<file path="config.mk">
export PLATFORM = sky130hd
export DESIGN_NAME = quadrature_edge_period_filter_unit
export DESIGN_NICKNAME = d
export VERILOG_FILES = /design/src/rtl/qepf_pkg.sv /design/src/rtl/quadrature_edge_period_filter_unit.sv /design/src/rtl/qepf_cfg.sv /design/src/rtl/qepf_ring_mem.sv /design/src/rtl/qepf_divider.sv
export SDC_FILE = /design/constraint.sdc
export NUM_CORES = 2
export LEC_CHECK = 0
export BUFFER_PORTS_ARGS = -buffer_cell sky130_fd_sc_hd__buf_4
export CAP_MARGIN = 5
export CELL_PAD_IN_SITES_DETAIL_PLACEMENT = 1
export CELL_PAD_IN_SITES_GLOBAL_PLACEMENT = 1
export CORE_UTILIZATION = 45
export DETAILED_ROUTE_END_ITERATION = 10
export PLACE_DENSITY = 0.81
export SYNTH_ARGS = -nofsm -noshare
export SYNTH_HDL_FRONTEND = slang
export SYNTH_SLANG_ARGS = --single-unit
</file>
<file path="constraint.sdc">
create_clock -name clk -period 9.15 [get_ports clk]
set_clock_uncertainty 0.1 [all_clocks]
set_input_delay 0 -clock clk [delete_from_list [all_inputs] [get_ports clk]]
set_output_delay 0 -clock clk [all_outputs]
set_load 0.005 [all_outputs]
</file>
<file path="src/rtl/qepf_pkg.sv">
// ----------------------------------------------------------------------------
// qepf_pkg
// Shared types, codes and constants of the quadrature edge period filter.
// ----------------------------------------------------------------------------
`default_nettype none

package qepf_pkg;

    localparam int MIN_PERIODS = 4;

    localparam logic [0:0] OP_EDGE  = 1'b0;
    localparam logic [0:0] OP_SPEED = 1'b1;

    localparam logic [1:0] DIR_NONE = 2'b00;
    localparam logic [1:0] DIR_POS  = 2'b01;
    localparam logic [1:0] DIR_NEG  = 2'b11;

    localparam logic [1:0] REG_MIN_EDGE_INTERVAL = 2'd0;
    localparam logic [1:0] REG_REVERSAL_CONFIRM  = 2'd1;
    localparam logic [1:0] REG_AVERAGE_WINDOW    = 2'd2;
    localparam logic [1:0] REG_STOP_TIMEOUT      = 2'd3;

    localparam logic [31:0] RST_MIN_EDGE_INTERVAL = 32'd20000;
    localparam logic [3:0]  RST_REVERSAL_CONFIRM  = 4'd4;
    localparam logic [5:0]  RST_AVERAGE_WINDOW    = 6'd16;
    localparam logic [31:0] RST_STOP_TIMEOUT      = 32'd5000000;

    localparam logic [3:0] RC_MAX = 4'd15;

    typedef enum logic [2:0] {
        ES_NONE     = 3'd0,
        ES_ACCEPTED = 3'd1,
        ES_TOO_FAST = 3'd2,
        ES_PENDING  = 3'd3,
        ES_REVERSED = 3'd4
    } edge_status_t;

    typedef enum logic [2:0] {
        ST_IDLE = 3'd0,
        ST_EXEC = 3'd1,
        ST_SUM  = 3'd2,
        ST_DIV  = 3'd3,
        ST_DONE = 3'd4
    } state_t;

    typedef struct packed {
        logic [31:0] min_edge_interval;
        logic [3:0]  reversal_confirm_count;
        logic [5:0]  average_window;
        logic [31:0] stop_timeout;
    } cfg_t;

    function automatic logic [1:0] decode_step(input logic [1:0] from, input logic [1:0] to);
        logic [1:0] d;
        unique case ({from, to})
            4'h1, 4'h7, 4'hE, 4'h8: d = DIR_NEG;
            4'h2, 4'hB, 4'hD, 4'h4: d = DIR_POS;
            default:                d = DIR_NONE;
        endcase
        return d;
    endfunction

endpackage

`default_nettype wire

</file>
<file path="src/rtl/quadrature_edge_period_filter_unit.sv">
// ----------------------------------------------------------------------------
// quadrature_edge_period_filter_unit
// Quadrature decoder with glitch rejection, reversal confirmation and
// edge period averaging.
// ----------------------------------------------------------------------------
// One item is processed at a time. A pin sample goes from acceptance to a
// loaded result through the accept, execute and hand-over steps. A speed
// request walks the period ring through its single read port, one entry a
// cycle, for the window size w (at most RING_DEPTH), then runs the
// one-bit-per-cycle divider over the 32+clog2(RING_DEPTH+1)-bit sum when a
// mean is due. The ring needs no clearing pass: a fill count bounds every
// read to written entries. A new item is accepted while the previous
// result still waits on the output register.
// ----------------------------------------------------------------------------
`default_nettype none

module quadrature_edge_period_filter_unit
    import qepf_pkg::*;
#(
    parameter int RING_DEPTH = 32
) (
    input  wire logic         clk,
    input  wire logic         rst_n,
    input  wire logic         s_tvalid,
    output logic              s_tready,
    // pin_a[0], pin_b[1], timestamp[33:2], zero fill[39:34]
    input  wire logic [39:0]  s_tdata,
    // op[0]
    input  wire logic         s_tuser,
    output logic              m_tvalid,
    input  wire logic         m_tready,
    // position[31:0], delta_count[63:32], direction[65:64], edge_status[68:66],
    // mean_period[100:69], stopped[101], speed_valid[102], zero fill[103]
    output logic      [103:0] m_tdata,
    input  wire logic         psel,
    input  wire logic         penable,
    input  wire logic         pwrite,
    input  wire logic [3:0]   paddr,
    input  wire logic [31:0]  pwdata,
    output logic      [31:0]  prdata,
    output logic              pready
);

    localparam int AW = (RING_DEPTH > 1) ? $clog2(RING_DEPTH) : 1;
    localparam int FW = $clog2(RING_DEPTH + 1);
    localparam int SW = 32 + FW;

    cfg_t cfg;

    state_t state_reg;
    state_t state_next;

    logic        item_op_reg;
    logic [1:0]  item_pins_reg;
    logic [31:0] item_ts_reg;

    logic [1:0]    prev_pins_reg;
    logic [31:0]   position_reg;
    logic [1:0]    stable_dir_reg;
    logic [3:0]    rc_reg;
    logic [31:0]   edge_time_reg;
    logic          edge_seen_reg;
    logic [AW-1:0] wr_idx_reg;
    logic [FW-1:0] fill_reg;
    logic [1:0]    speed_dir_reg;
    logic [31:0]   sampled_pos_reg;

    logic [FW-1:0] win_reg;
    logic [FW-1:0] issued_reg;
    logic [AW-1:0] rd_idx_reg;
    logic          pend_reg;
    logic [SW-1:0] sum_reg;

    logic [31:0]  res_delta_reg;
    edge_status_t res_status_reg;
    logic [31:0]  res_mean_reg;
    logic         res_stopped_reg;
    logic         res_valid_reg;

    logic         m_tvalid_reg;
    logic [103:0] m_tdata_reg;

    logic [1:0]    step;
    logic [31:0]   dt;
    logic [3:0]    rc_inc;
    edge_status_t  edge_cls;
    logic [FW-1:0] win_cap;
    logic [FW-1:0] win_calc;
    logic [AW-1:0] rd_prev;
    logic          issue;
    logic          sum_end;
    logic          div_go;
    logic          out_free;

    logic          mem_we;
    logic          mem_re;
    logic [31:0]   mem_rdata;
    logic          div_start;
    logic          div_done;
    logic [SW-1:0] div_quo;

    qepf_cfg u_cfg (
        .clk     (clk),
        .rst_n   (rst_n),
        .psel    (psel),
        .penable (penable),
        .pwrite  (pwrite),
        .paddr   (paddr),
        .pwdata  (pwdata),
        .prdata  (prdata),
        .pready  (pready),
        .cfg     (cfg)
    );

    qepf_ring_mem #(
        .DEPTH (RING_DEPTH),
        .AW    (AW)
    ) u_ring (
        .clk   (clk),
        .we    (mem_we),
        .waddr (wr_idx_reg),
        .wdata (dt),
        .re    (mem_re),
        .raddr (rd_prev),
        .rdata (mem_rdata)
    );

    qepf_divider #(
        .DW (SW),
        .VW (FW)
    ) u_div (
        .clk      (clk),
        .rst_n    (rst_n),
        .start    (div_start),
        .dividend (sum_reg),
        .divisor  (win_reg),
        .done     (div_done),
        .quotient (div_quo)
    );

    always_comb
    begin
        step   = decode_step(prev_pins_reg, item_pins_reg);
        dt     = item_ts_reg - edge_time_reg;
        rc_inc = (rc_reg != RC_MAX) ? rc_reg + 4'd1 : rc_reg;
        if (step == DIR_NONE)
            edge_cls = ES_NONE;
        else if (edge_seen_reg && (dt < cfg.min_edge_interval))
            edge_cls = ES_TOO_FAST;
        else if ((stable_dir_reg != DIR_NONE) && (step != stable_dir_reg))
            edge_cls = (rc_inc < cfg.reversal_confirm_count) ? ES_PENDING : ES_REVERSED;
        else
            edge_cls = ES_ACCEPTED;
    end

    always_comb
    begin
        if (32'(cfg.average_window) > 32'(RING_DEPTH))
            win_cap = FW'(RING_DEPTH);
        else
            win_cap = FW'(cfg.average_window);
        win_calc = (win_cap > fill_reg) ? fill_reg : win_cap;
        rd_prev  = (rd_idx_reg == '0) ? AW'(RING_DEPTH - 1) : rd_idx_reg - 1'b1;
        issue    = issued_reg != win_reg;
        sum_end  = !issue && !pend_reg;
        div_go   = !res_stopped_reg && (32'(win_reg) >= 32'(MIN_PERIODS))
                   && (sum_reg != '0);
        out_free = !m_tvalid_reg || m_tready;
    end

    always_comb
    begin
        state_next = state_reg;
        unique case (state_reg)
            ST_IDLE: if (s_tvalid) state_next = ST_EXEC;
            ST_EXEC: state_next = (item_op_reg == OP_SPEED) ? ST_SUM : ST_DONE;
            ST_SUM:  if (sum_end) state_next = div_go ? ST_DIV : ST_DONE;
            ST_DIV:  if (div_done) state_next = ST_DONE;
            ST_DONE: if (out_free) state_next = ST_IDLE;
            default: state_next = ST_IDLE;
        endcase
    end

    always_comb
    begin
        s_tready  = state_reg == ST_IDLE;
        mem_we    = (state_reg == ST_EXEC) && (item_op_reg == OP_EDGE)
                    && (edge_cls == ES_ACCEPTED) && edge_seen_reg;
        mem_re    = (state_reg == ST_SUM) && issue;
        div_start = (state_reg == ST_SUM) && sum_end && div_go;
    end

    always_ff @(posedge clk or negedge rst_n)
    begin
        if (!rst_n)
            state_reg <= ST_IDLE;
        else
            state_reg <= state_next;
    end

    always_ff @(posedge clk or negedge rst_n)
    begin
        if (!rst_n)
        begin
            prev_pins_reg   <= 2'b00;
            position_reg    <= '0;
            stable_dir_reg  <= DIR_NONE;
            rc_reg          <= '0;
            edge_time_reg   <= '0;
            edge_seen_reg   <= 1'b0;
            wr_idx_reg      <= '0;
            fill_reg        <= '0;
            speed_dir_reg   <= DIR_POS;
            sampled_pos_reg <= '0;
            pend_reg        <= 1'b0;
            m_tvalid_reg    <= 1'b0;
        end
        else
        begin
            if ((state_reg == ST_DONE) && out_free)
                m_tvalid_reg <= 1'b1;
            else if (m_tready)
                m_tvalid_reg <= 1'b0;
            unique case (state_reg)
                ST_EXEC:
                begin
                    if (item_op_reg == OP_EDGE)
                    begin
                        if (edge_cls != ES_TOO_FAST)
                            prev_pins_reg <= item_pins_reg;
                        if (edge_cls == ES_PENDING)
                            rc_reg <= rc_inc;
                        if (edge_cls == ES_ACCEPTED || edge_cls == ES_REVERSED)
                        begin
                            stable_dir_reg <= step;
                            rc_reg         <= '0;
                            position_reg   <= position_reg + {{30{step[1]}}, step};
                            speed_dir_reg  <= step;
                            edge_time_reg  <= item_ts_reg;
                            edge_seen_reg  <= 1'b1;
                        end
                        if (edge_cls == ES_REVERSED)
                        begin
                            wr_idx_reg <= '0;
                            fill_reg   <= '0;
                        end
                        if (mem_we)
                        begin
                            wr_idx_reg <= (wr_idx_reg == AW'(RING_DEPTH - 1)) ?
                                          '0 : wr_idx_reg + 1'b1;
                            if (fill_reg != FW'(RING_DEPTH))
                                fill_reg <= fill_reg + 1'b1;
                        end
                    end
                    else
                    begin
                        sampled_pos_reg <= position_reg;
                    end
                    pend_reg <= 1'b0;
                end
                ST_SUM:
                begin
                    pend_reg <= issue;
                end
                default: ;
            endcase
        end
    end

    always_ff @(posedge clk)
    begin
        unique case (state_reg)
            ST_IDLE:
            begin
                if (s_tvalid)
                begin
                    item_op_reg   <= s_tuser;
                    item_pins_reg <= s_tdata[1:0] == 2'b00 ? 2'b00 :
                                     {s_tdata[0], s_tdata[1]};
                    item_ts_reg   <= s_tdata[33:2];
                end
            end
            ST_EXEC:
            begin
                res_mean_reg  <= '0;
                res_valid_reg <= 1'b0;
                win_reg       <= win_calc;
                issued_reg    <= '0;
                rd_idx_reg    <= wr_idx_reg;
                sum_reg       <= '0;
                if (item_op_reg == OP_EDGE)
                begin
                    res_delta_reg   <= '0;
                    res_status_reg  <= edge_cls;
                    res_stopped_reg <= 1'b0;
                end
                else
                begin
                    res_delta_reg   <= position_reg - sampled_pos_reg;
                    res_status_reg  <= ES_NONE;
                    res_stopped_reg <= !edge_seen_reg ||
                                       ((item_ts_reg - edge_time_reg) > cfg.stop_timeout);
                end
            end
            ST_SUM:
            begin
                if (issue)
                begin
                    rd_idx_reg <= rd_prev;
                    issued_reg <= issued_reg + 1'b1;
                end
                if (pend_reg)
                    sum_reg <= sum_reg + SW'(mem_rdata);
            end
            ST_DIV:
            begin
                if (div_done)
                begin
                    res_mean_reg  <= div_quo[31:0];
                    res_valid_reg <= 1'b1;
                end
            end
            ST_DONE:
            begin
                if (out_free)
                    m_tdata_reg <= {1'b0, res_valid_reg, res_stopped_reg, res_mean_reg,
                                    res_status_reg, speed_dir_reg, res_delta_reg,
                                    position_reg};
            end
            default: ;
        endcase
    end

    assign m_tvalid = m_tvalid_reg;
    assign m_tdata  = m_tdata_reg;

endmodule

`default_nettype wire

</file>
<file path="src/rtl/qepf_cfg.sv">
// ----------------------------------------------------------------------------
// qepf_cfg
// Configuration register file behind an APB-style port.
// ----------------------------------------------------------------------------
`default_nettype none

module qepf_cfg
    import qepf_pkg::*;
(
    input  wire logic        clk,
    input  wire logic        rst_n,
    input  wire logic        psel,
    input  wire logic        penable,
    input  wire logic        pwrite,
    input  wire logic [3:0]  paddr,
    input  wire logic [31:0] pwdata,
    output logic      [31:0] prdata,
    output logic             pready,
    output cfg_t             cfg
);

    cfg_t cfg_reg;
    logic wr_en;

    assign pready = 1'b1;
    assign wr_en  = psel && penable && pwrite;
    assign cfg    = cfg_reg;

    always_ff @(posedge clk or negedge rst_n)
    begin
        if (!rst_n)
        begin
            cfg_reg.min_edge_interval      <= RST_MIN_EDGE_INTERVAL;
            cfg_reg.reversal_confirm_count <= RST_REVERSAL_CONFIRM;
            cfg_reg.average_window         <= RST_AVERAGE_WINDOW;
            cfg_reg.stop_timeout           <= RST_STOP_TIMEOUT;
        end
        else if (wr_en)
        begin
            unique case (paddr[3:2])
                REG_MIN_EDGE_INTERVAL: cfg_reg.min_edge_interval      <= pwdata;
                REG_REVERSAL_CONFIRM:  cfg_reg.reversal_confirm_count <= pwdata[3:0];
                REG_AVERAGE_WINDOW:    cfg_reg.average_window         <= pwdata[5:0];
                REG_STOP_TIMEOUT:      cfg_reg.stop_timeout           <= pwdata;
                default:               ;
            endcase
        end
    end

    always_comb
    begin
        unique case (paddr[3:2])
            REG_MIN_EDGE_INTERVAL: prdata = cfg_reg.min_edge_interval;
            REG_REVERSAL_CONFIRM:  prdata = {28'd0, cfg_reg.reversal_confirm_count};
            REG_AVERAGE_WINDOW:    prdata = {26'd0, cfg_reg.average_window};
            REG_STOP_TIMEOUT:      prdata = cfg_reg.stop_timeout;
            default:               prdata = 32'd0;
        endcase
    end

endmodule

`default_nettype wire

</file>
<file path="src/rtl/qepf_ring_mem.sv">
// ----------------------------------------------------------------------------
// qepf_ring_mem
// Period ring storage: one write port, one read port, registered read data.
// ----------------------------------------------------------------------------
`default_nettype none

module qepf_ring_mem #(
    parameter int DEPTH = 32,
    parameter int AW    = 5
) (
    input  wire logic          clk,
    input  wire logic          we,
    input  wire logic [AW-1:0] waddr,
    input  wire logic [31:0]   wdata,
    input  wire logic          re,
    input  wire logic [AW-1:0] raddr,
    output logic      [31:0]   rdata
);

    logic [31:0] mem [DEPTH];

    always_ff @(posedge clk)
    begin
        if (we)
        begin
            mem[waddr] <= wdata;
        end
    end

    always_ff @(posedge clk)
    begin
        if (re)
        begin
            rdata <= mem[raddr];
        end
    end

endmodule

`default_nettype wire

</file>
<file path="src/rtl/qepf_divider.sv">
// ----------------------------------------------------------------------------
// qepf_divider
// Restoring divider, one quotient bit per cycle.
// ----------------------------------------------------------------------------
`default_nettype none

module qepf_divider #(
    parameter int DW = 38,
    parameter int VW = 6
) (
    input  wire logic          clk,
    input  wire logic          rst_n,
    input  wire logic          start,
    input  wire logic [DW-1:0] dividend,
    input  wire logic [VW-1:0] divisor,
    output logic               done,
    output logic      [DW-1:0] quotient
);

    localparam int CW = $clog2(DW + 1);

    logic          busy_reg;
    logic          done_reg;
    logic [CW-1:0] cnt_reg;
    logic [DW-1:0] quo_reg;
    logic [VW-1:0] rem_reg;
    logic [VW-1:0] div_reg;
    logic [VW:0]   trial;
    logic          fits;

    assign trial    = {rem_reg, quo_reg[DW-1]};
    assign fits     = trial >= {1'b0, div_reg};
    assign done     = done_reg;
    assign quotient = quo_reg;

    always_ff @(posedge clk or negedge rst_n)
    begin
        if (!rst_n)
        begin
            busy_reg <= 1'b0;
            done_reg <= 1'b0;
            cnt_reg  <= '0;
        end
        else
        begin
            done_reg <= 1'b0;
            if (start)
            begin
                busy_reg <= 1'b1;
                cnt_reg  <= CW'(DW);
            end
            else if (busy_reg)
            begin
                cnt_reg <= cnt_reg - 1'b1;
                if (cnt_reg == CW'(1))
                begin
                    busy_reg <= 1'b0;
                    done_reg <= 1'b1;
                end
            end
        end
    end

    always_ff @(posedge clk)
    begin
        if (start)
        begin
            quo_reg <= dividend;
            rem_reg <= '0;
            div_reg <= divisor;
        end
        else if (busy_reg)
        begin
            quo_reg <= {quo_reg[DW-2:0], fits};
            rem_reg <= fits ? VW'(trial - {1'b0, div_reg}) : trial[VW-1:0];
        end
    end

endmodule

`default_nettype wire

</file>
==> flow_metrics.tcl <==
set metrics [dict create \
    rrSetupSlack_ps 530 \
    finalMaxSlewViolations 0 \
    async_flop_share 0.130 \
    setup_violations 0 \
    final_cells 7149 \
    cpMaxStageDelayCell "nor2_4" \
    syn_inst 4542 \
    viasPerCell 6.01 \
    yosysUniqueCellTypes 89 \
    antenna_found_initial 10 \
    start_kind "register" \
    dieArea_sq_um 153000 \
    vias 43000 \
    timing_worst_setup_path_type "register to register" \
    cts.sinks 1572 \
    whs_endpoint "u_cfg.cfg[65]" \
    synth_area_leaders "edfxtp_1 60%, mux4_2 8.7%, dfrtp_1 6.9%" \
    critPathMaxFanout 34 \
    yosys_register_bits 1572 \
    post-route-period-util 0.942 \
    fin_tns_setup_ps 0 \
    start_util 0.453 \
    syn_area_sq_um 68000 \
    coreArea_sq_um 150000 \
    cts.path.max_buffers 3 \
    dp_slack_ps 1080 \
    cts-root-buf "clkbuf_16" \
    ys_warn_count 0 \
    worstMarginPinSlew_ps 1260 \
    critPathCaptureType "register" \
    grt.overflow.total 0 \
    synth-seq-area-share 0.679 \
    rows 142 \
    io_buffers 212 \
    maxCapViolCount 0 \
    holdPathStages 4 \
    drt_pre_antenna_iters 5 \
    p_total_w 0.0319 \
    timing.rr.start "item_ts_reg[0]" \
    nets 5300 \
    powerDensity_nw_per_um2 399 \
    rsz0062_at_grt "no" \
    grt_pass1_vias 46100 \
    synth_edf_count 1362 \
    rr_worst_depth 24 \
    yosysTopAreaCell "edfxtp_1" \
    status "finished clean" \
    synth_fp_nets 4850 \
    grt_max_degree 128 \
    ys.flop_type "edfxtp_1" \
    die_w_microns 391 \
    area_growth_pct 17.6 \
    fin_crit_ps 8620 \
    drt-initial-drc-count 3968 \
    hold_viol 0 \
    cts_tree "built" \
    routabilityCongestion 0.851 \
    cts_made_buffers 159 \
    setup_ws_ps 535 \
    dpl.hpwl_microns 111000 \
    r2r_end "u_ring.mem[27][9]" \
    final_antenna_net_count 0 \
    crit_required_ps 9560 \
    drc 0 \
    io-pin-count 223 \
    gr-usage-all-layers 0.256 \
    h-tree-depth 4 \
    slew-limit-headroom 0.154 \
    drt_wl_total_microns 195000 \
    critPathBufInv 4 \
    route.detailed.wl_per_inst_microns 27.3 \
    critPathArrivalTime_ps 9030 \
    cp_top_family "simple AND/OR/NAND/NOR gates" \
    clk_pin_slew_ps 60 \
    crit_chain "inv_1 > ha_1 > inv_1 > fa_1 > a21o_1 > nand3_1 > a21oi_1 > o31a_1 > nor3_1 > o21a_1 > o21ai_1 > mux2_2 > a221oi_4 > buf_4 > ha_1 > nand2_1 > nor2_1 > a31oi_1 > a2111oi_2 > a21oi_2 > nor2_1 > nand2_1 > nor2_4 > buf_4" \
    leakagePower_nw 28.7 \
    dieHeight_microns 391 \
    ctsResizeCount 0 \
    grt_pass1_wl_microns 293000 \
    largest_reg_flops 1024 \
    clkLatencyLatePin_ps 830 \
    hp-class "primary input to register" \
    syn_area_per_cell_sq_um 15.0 \
    crit_start "item_ts_reg[0]" \
    dp_cells 6680 \
    fillers 14400 \
    hold_ws_ps 60.8 \
    slowest_delay_ps 980 \
    fmax_ghz 0.116 \
    vdd_drop_max_uv 444 \
    worstHoldStart "pwdata[23]" \
    synth.top_cell.area_share 0.601 \
    layout-drive-gt1-share 0.192 \
]
## layout by cell type, fill, tap and decap left out, drive strengths merged, types with 42 or more instances in the layout
| cell | count |
|---|---|
| edfxtp | 1362 |
| nand2 | 611 |
| o21ai | 315 |
| buf | 306 |
| mux4 | 263 |
| ha | 219 |
| clkbuf | 203 |
| inv | 200 |
| a21oi | 193 |
| dfrtp | 188 |
| nor2 | 188 |
| dlygate4sd3 | 166 |
| nand3 | 76 |
| a21o | 70 |
| xor2 | 61 |
| xnor2 | 61 |
| mux2 | 55 |
| clkinv | 50 |
| and2 | 42 |
## synth_stat cells (7+ instances only)
cell and count:
o31ai_1 8, buf_2 31, a22o_1 10, xnor2_1 61, a31oi_1 21, a21boi_0 7, mux2_2 55, mux4_2 263
inv_1 191, nand2b_1 39, o211ai_1 41, o21bai_1 16, edfxtp_1 1362, dfrtp_1 188, a211oi_1 27, buf_4 9
o21ai_0 312, a21o_1 69, nor3b_1 7, nand3_1 76, and2_1 40, mux2i_1 11, nor3_1 41, dfstp_2 16
nand3b_1 7, o21a_1 24, nand2_1 610, nor2b_1 19, a21oi_1 192, clkbuf_1 139, nor4_1 13, and3_1 25
ha_1 219, or3_1 8, nor2_1 188, xor2_1 61, nand4_1 19
## layout make-up
cell class | instances | area, sq um | share of cell area
Multi-Input combinational cell | 2596 | 21000 | 0.262
Clock inverter | 92 | 1220 | 0.0153
Antenna cell | 7 | 17.5 | 0.000219
Inverter | 191 | 717 | 0.00897
Timing Repair Buffer | 472 | 4100 | 0.0513
Sequential cell | 1572 | 46100 | 0.577
Clock buffer | 203 | 4240 | 0.0530
Tap cell | 2016 | 2520 | 0.0316
## worst max-delay path by stage
stage                          to  slack, ps  depth (start not counted)
4_1_cts        u_ring.mem[27][12]        920                         24
5_1_grt         u_ring.mem[27][9]        320                         24
2_1_floorplan   u_ring.mem[30][0]       1600                         22
3_3_place_gp   u_ring.mem[27][11]       1400                         24
3_5_place_dp   u_ring.mem[27][17]       1080                         24
6_report        u_ring.mem[27][9]        530                         24
## worst register-to-register path: cells and delay by family (launching register included)
kind | cells | cell delay [ps]
AOI/OAI and AO/OA | 9 | 2270
adders and majority gates | 3 | 1070
buffers and inverters | 4 | 1030
DFF | 1 | 410
muxes | 1 | 340
and+or+nand+nor | 7 | 3090
## what timing repair did
action                                 in CTS  in global routing
setup buffers                               0                  0
hold buffers                              167                  0
endpoints found under the hold margin     369                  0
## kinds of logic after synthesis
| group | after synthesis | synth area share |
|---|---|---|
| xor gates and xnor gates | 123 | 0.0161 |
| muxes | 329 | 0.0978 |
| adders and majority gates | 224 | 0.0418 |
| AOI/OAI and AO/OA | 801 | 0.0716 |
| and+or+nand+nor | 1117 | 0.0723 |
| buffers and inverters | 374 | 0.0217 |
| other | 2 | 0.000110 |
| DFF | 1572 | 0.679 |
## where the power goes
part	switching [W]	internal (W)	leakage, nW
logic	0.00938	0.00477	11.0
registers	0.000535	0.0103	15.1
clock network	0.00298	0.00397	2.64
total	0.0129	0.0190	28.7
## through the flow
step | util | cell area (sq um)
6_report | 0.533 | 79900
5_1_grt | 0.533 | 79900
4_1_cts | 0.533 | 79900
3_5_place_dp | 0.485 | 72800
3_3_place_gp | 0.485 | 72800
2_1_floorplan | - | 68000
## per-layer routing
| metal | vias up | GRT usage | share of wire |
|---|---|---|---|
| li1 | 18100 | - | - |
| met1 | 22100 | 0.321 | 0.38 |
| met5 | - | 0 | 0.000067 |
| met4 | 2 | 0.124 | 0.047 |
| met2 | 2210 | 0.435 | 0.50 |
| met3 | 558 | 0.0407 | 0.071 |
Power figures use the tool's default switching activity.
